File: config.mk
export PLATFORM = sky130hd
export DESIGN_NAME = bpc_regs
export DESIGN_NICKNAME = d
export VERILOG_FILES = /design/src/rtl/core/bpc_pkg.sv /design/src/rtl/core/bpc_regs.sv
export SDC_FILE = /design/constraint.sdc
export NUM_CORES = 1
export LEC_CHECK = 0
export ABC_AREA = 1
export BUFFER_PORTS_ARGS = -buffer_cell sky130_fd_sc_hd__buf_2
export CAP_MARGIN = 10
export CORE_ASPECT_RATIO = 0.75
export CORE_MARGIN = 5
export CORE_UTILIZATION = 35
export CTS_CLUSTER_SIZE = 40
export DETAILED_ROUTE_END_ITERATION = 10
export PLACE_DENSITY = 0.6
export SYNTH_ARGS = -nofsm -noshare
export SYNTH_HDL_FRONTEND = slang
export SYNTH_SLANG_ARGS = --single-unit
File: constraint.sdc
create_clock -name clock -period 1.1 [get_ports clock]
set_input_delay 0 -clock clock [delete_from_list [all_inputs] [get_ports clock]]
set_output_delay 0 -clock clock [all_outputs]
set_load 0.01 [all_outputs]
File: src/rtl/core/bpc_pkg.sv
// shared types and constants of the pressure/temperature compensation block
package bpc_pkg;

   localparam int FRAC_BITS_DEFAULT = 24;
   localparam int SPLIT_BITS        = 24;
   localparam int CSR_ADDR_W        = 6;
   localparam int CSR_DATA_W        = 64;
   localparam int CAL_W             = 48;
   localparam int SCALE_W           = 23;

   localparam logic [SCALE_W-1:0] MIN_SCALE = 23'd253952;

   localparam logic [2:0] REG_CAL_A      = 3'd0;
   localparam logic [2:0] REG_CAL_B      = 3'd1;
   localparam logic [2:0] REG_CAL_C      = 3'd2;
   localparam logic [2:0] REG_PRESS_SCALE = 3'd3;
   localparam logic [2:0] REG_TEMP_SCALE = 3'd4;

   localparam logic signed [31:0] OUT_MAX = 32'sh7FFF_FFFF;
   localparam logic signed [31:0] OUT_MIN = 32'sh8000_0000;

   typedef struct packed {
      logic signed [23:0] raw_press;
      logic signed [23:0] raw_temp;
   } req_payload_type;

   typedef struct packed {
      logic signed [31:0] temp_out;
      logic signed [31:0] press_out;
   } rsp_payload_type;

   typedef struct packed {
      logic signed [11:0]  c0;
      logic signed [11:0]  c1;
      logic signed [19:0]  c00;
      logic signed [19:0]  c10;
      logic signed [15:0]  c01;
      logic signed [15:0]  c11;
      logic signed [15:0]  c20;
      logic signed [15:0]  c21;
      logic signed [15:0]  c30;
      logic [SCALE_W-1:0]  press_div;
      logic [SCALE_W-1:0]  temp_div;
   } cal_coef_type;

endpackage

File: src/rtl/core/bpc_regs.sv
// apb register file and calibration coefficient unpacking
module bpc_regs (
   input  logic                              clock,
   input  logic                              reset,
   input  logic                              csr_psel,
   input  logic                              csr_penable,
   input  logic                              csr_pwrite,
   input  logic [bpc_pkg::CSR_ADDR_W-1:0]    csr_paddr,
   input  logic [bpc_pkg::CSR_DATA_W-1:0]    csr_pwdata,
   output logic [bpc_pkg::CSR_DATA_W-1:0]    csr_prdata,
   output logic                              csr_pready,
   output bpc_pkg::cal_coef_type             coef
);
   import bpc_pkg::*;

   logic [CAL_W-1:0]   cal_a_ff;
   logic [CAL_W-1:0]   cal_b_ff;
   logic [CAL_W-1:0]   cal_c_ff;
   logic [SCALE_W-1:0] press_scale_ff;
   logic [SCALE_W-1:0] temp_scale_ff;
   logic [2:0]         reg_idx;
   logic               wr_en;

   assign reg_idx    = csr_paddr[CSR_ADDR_W-1:3];
   assign csr_pready = 1'b1;
   assign wr_en      = csr_psel && csr_penable && csr_pwrite;

   always_ff @(posedge clock) begin
      if (reset) begin
         cal_a_ff       <= '0;
         cal_b_ff       <= '0;
         cal_c_ff       <= '0;
         press_scale_ff <= MIN_SCALE;
         temp_scale_ff  <= MIN_SCALE;
      end else if (wr_en) begin
         case (reg_idx)
            REG_CAL_A: begin
               cal_a_ff <= csr_pwdata[CAL_W-1:0];
            end
            REG_CAL_B: begin
               cal_b_ff <= csr_pwdata[CAL_W-1:0];
            end
            REG_CAL_C: begin
               cal_c_ff <= csr_pwdata[CAL_W-1:0];
            end
            REG_PRESS_SCALE: begin
               press_scale_ff <= csr_pwdata[SCALE_W-1:0];
            end
            REG_TEMP_SCALE: begin
               temp_scale_ff <= csr_pwdata[SCALE_W-1:0];
            end
            default: begin
            end
         endcase
      end
   end

   always_comb begin
      case (reg_idx)
         REG_CAL_A:       csr_prdata = CSR_DATA_W'(cal_a_ff);
         REG_CAL_B:       csr_prdata = CSR_DATA_W'(cal_b_ff);
         REG_CAL_C:       csr_prdata = CSR_DATA_W'(cal_c_ff);
         REG_PRESS_SCALE: csr_prdata = CSR_DATA_W'(press_scale_ff);
         REG_TEMP_SCALE:  csr_prdata = CSR_DATA_W'(temp_scale_ff);
         default:         csr_prdata = '0;
      endcase
   end

   // byte 0 sits in the top byte of each word
   always_comb begin
      coef.c0  = cal_a_ff[47:36];
      coef.c1  = cal_a_ff[35:24];
      coef.c00 = cal_a_ff[23:4];
      coef.c10 = {cal_a_ff[3:0], cal_b_ff[47:32]};
      coef.c01 = cal_b_ff[31:16];
      coef.c11 = cal_b_ff[15:0];
      coef.c20 = cal_c_ff[47:32];
      coef.c21 = cal_c_ff[31:16];
      coef.c30 = cal_c_ff[15:0];
      coef.press_div = (press_scale_ff < MIN_SCALE) ? MIN_SCALE : press_scale_ff;
      coef.temp_div  = (temp_scale_ff < MIN_SCALE) ? MIN_SCALE : temp_scale_ff;
   end

endmodule

==> results.toml <==
[run_status]
status = "finished with violations"
violations = "setup timing"

[critical_path]
crit_family = "simple AND/OR/NAND/NOR gates"
r2r-end = "temp_scale_ff[21]$_SDFFE_PP0P_"
cp.arrival_ns = 1.59
reg2regPathDepth = 5
critPathLaunchType = "flop"
regToRegStartpoint = "temp_scale_ff[21]$_SDFFE_PP0P_"
critical_path_buf_inv_count = 2
crit_start = "temp_scale_ff[21]$_SDFFE_PP0P_"
end_kind = "output pin"
crit_top_cell = "nor2_1"
crit_path_top_delay_cell = "dfxtp_2"
rrSetupSlack_ns = 0.18
path_class = "flop to output pin"
worst_path_largest_cell_delay_ns = 0.33
crit_chain = "nor2_1 -> nand3b_1 -> nor2_4 -> buf_6 -> nor2_1 -> buf_2"
critPathRequiredTime_ns = 1.10
crit_fanout = 6

[logic_synthesis]
yosys_warnings = 0
syn_area_um2 = 9530
synth_top_area_frac = 0.399
syn_inst = 1578
synth-seq-area-share = 0.399
yosysTopAreaCell = "dfxtp_1"
synth_area_per_cell_um2 = 6.04
synth_cell_types = 18
synth.area.top_cells = "dfxtp_1, nor2_1, nand2_1"
ys_seq_elements = 190

[route]
first_iter_violations = 681
via_count = 11300
viasPerCell = 4.73
wirelength_um = 37500
drc = 0
routedWlPerCell_um = 15.8
drtPass1Iterations = 5
antenna_left = 0

[timing]
hold_viol = 0
fin_ws_ns = -0.491
tns_ns = -19.32
min_period_ns = 1.59
max_freq_mhz = 628
fin_worst_skew_ns = 0
rsz0062_at_grt = "yes"
slew_viol_final = 0
finalSetupViolations = 66
finalCritPeriodShare = 1.45

[run]
cap_violations = 0

[global_routing]
grt_use_total = 0.229
grt.overflow.total = 0
antenna_found_initial = 1
grt_max_degree = 58
grt-busiest-layer = "met2"
met2_usage = 0.371
grt_pass1_wl_um = 57100
grt_pass1_vias = 10400
use_met3 = 0.0583
use_met1 = 0.308

[power_and_ir_drop]
seqPwrFrac = 0.456
vdd_ir_drop_max_mv = 1.09
power_switching_mw = 4.15
powerDensity_nw_per_um2 = 1030
power_frac_comb = 0.136
p_int_mw = 11.3
switching_share = 0.269
clockPowerShare = 0.408
power.leakage_nw = 7.52

[clock_network]
clockBufferDepth = 2
cts.sinks = 190
cts.clk_slew.worst_paths_ns = 0.08
htreeDepth = 4
cts_tree = "built"
numCtsBuffers = 17
cts-root-buf = "clkbuf_16"
clock_latency_ns = 0.43

[floorplan]
coreArea_um2 = 26900
die_w_um = 201
die_h_um = 153
dieArea_um2 = 30700
start_util = 0.354
ios = 330
rows = 52

[layout]
regArea_um2 = 4000
area_growth_pct = 57.3
nFillCells = 2638
final_cells = 2382
drive_gt1_frac = 0.406
fin_nets = 2092
multi_input_area_um2 = 5180

[min_path]
hold_end = "press_scale_ff[0]$_SDFFE_PP0P_"
holdPathStages = 6
min-delay-start = "csr_paddr[3]"
hold_class = "primary input to flop"

[place]
hpwl_um = 24900
port_buffers = 293
gp_congestion = 0.895
dp_cells = 2216
-- worst reg2reg max path, delay by kind of cell, from the launching register on --
family | cells | cell delay [ns]
buf+inv | 3 | 0.35
simple gates | 2 | 0.15
flops | 1 | 0.33
-- worst max path at each step --
| stage | slack [ns] | cells after the start | to |
|---|---|---|---|
| 6_report | -0.49 | 6 | coef[5] |
| 5_1_grt | -0.58 | 6 | coef[10] |
| 4_1_cts | -0.48 | 7 | coef[13] |
| 3_5_place_dp | -0.11 | 7 | cal_a_ff[21]$_SDFFE_PP0P_ |
| 3_3_place_gp | -0.10 | 9 | cal_a_ff[41]$_SDFFE_PP0P_ |
| 2_1_floorplan | 0.04 | 5 | coef[26] |
-- power groups by stage --
stage,registers [mW],logic [mW],clock network (mW)
final,7.04,2.11,6.30
after detailed placement,7.19,1.65,0
after global placement,7.19,1.64,0
after CTS,7.04,1.92,6.44
after global routing,7.05,2.28,6.74
after floorplan,7.21,0.890,0
-- flip-flops by register name (all words and copies together) (netlist names) --
register / flops
press_scale_ff: 23
cal_b_ff: 48
temp_scale_ff: 23
cal_c_ff: 48
cal_a_ff: 48
-- routing by layer --
layer  up-vias  part of all wire  wire length (µm)
met5         -                 0                 0
met1      5217              0.44             16600
li1       5628                 -                 -
met4         0             0.015               576
met3        33             0.076              2860
met2       391              0.47             17500
-- per-stage QoR --
step                      power [mW]  cell area, µm²  hold slack, ns  worst slack, ns  utilization
after floorplan                 8.10            9590           0.126           0.0415            -
after global placement          8.83           12100           0.265           -0.103        0.450
after detailed placement        8.84           12100           0.269           -0.108        0.450
after CTS                       15.4           14000           0.188           -0.477        0.521
after global routing            16.1           15000           0.188           -0.582        0.556
final                           15.4           15000           0.179           -0.491        0.556
-- cell usage in the layout, fill, tap and decap left out, drive strengths merged, types with 3 or more instances in the layout --
cell type      n
buf          476
clkbuf        23
clkinv         7
clkinvlp       3
conb          17
dfxtp        190
dlygate4sd3   49
inv          140
nand2        403
nand3        255
nor2         458
or2            3
-- final cells by class --
| class | instances | area share |
|---|---|---|
| antenna | 1 | 0.000167 |
| inverter | 138 | 0.0362 |
| timing repair buffer | 532 | 0.283 |
| clock buffer | 18 | 0.0293 |
| multi-input combinational | 1138 | 0.346 |
| clock inverter | 14 | 0.00952 |
| sequential | 190 | 0.267 |
| tap | 351 | 0.0293 |
-- cells in the mapped netlist (all sizes together) --
| cell type | instances |
|---|---|
| inv | 138 |
| clkbuf | 38 |
| conb | 2 |
| buf | 89 |
| nor2 | 458 |
| nand3b | 1 |
| nand3 | 255 |
| dfxtp | 190 |
| or2 | 3 |
| nand4 | 1 |
| nand2 | 403 |
-- cell families (layout without fill, tap and decap cells) --
logic type / Yosys count / after routing / share of synthesized area
AND/OR/NAND/NOR: 1121 / 1121 / 0.479
buffers and inverters: 265 / 702 / 0.121
flip-flops: 190 / 190 / 0.399
other: 2 / 18 / 0.000788
-- what timing repair did --
| item | in CTS | in global routing |
|---|---|---|
| hold buffers | 49 | 0 |
| cloned | 3 | 5 |
| endpoints found under the setup margin | 79 | 88 |
| endpoints found under the hold margin | 178 | 0 |
| setup buffers | 38 | 44 |
| gates resized for setup | 196 | 200 |
| pin swaps | 52 | 82 |
Power figures use the tool's default switching activity.
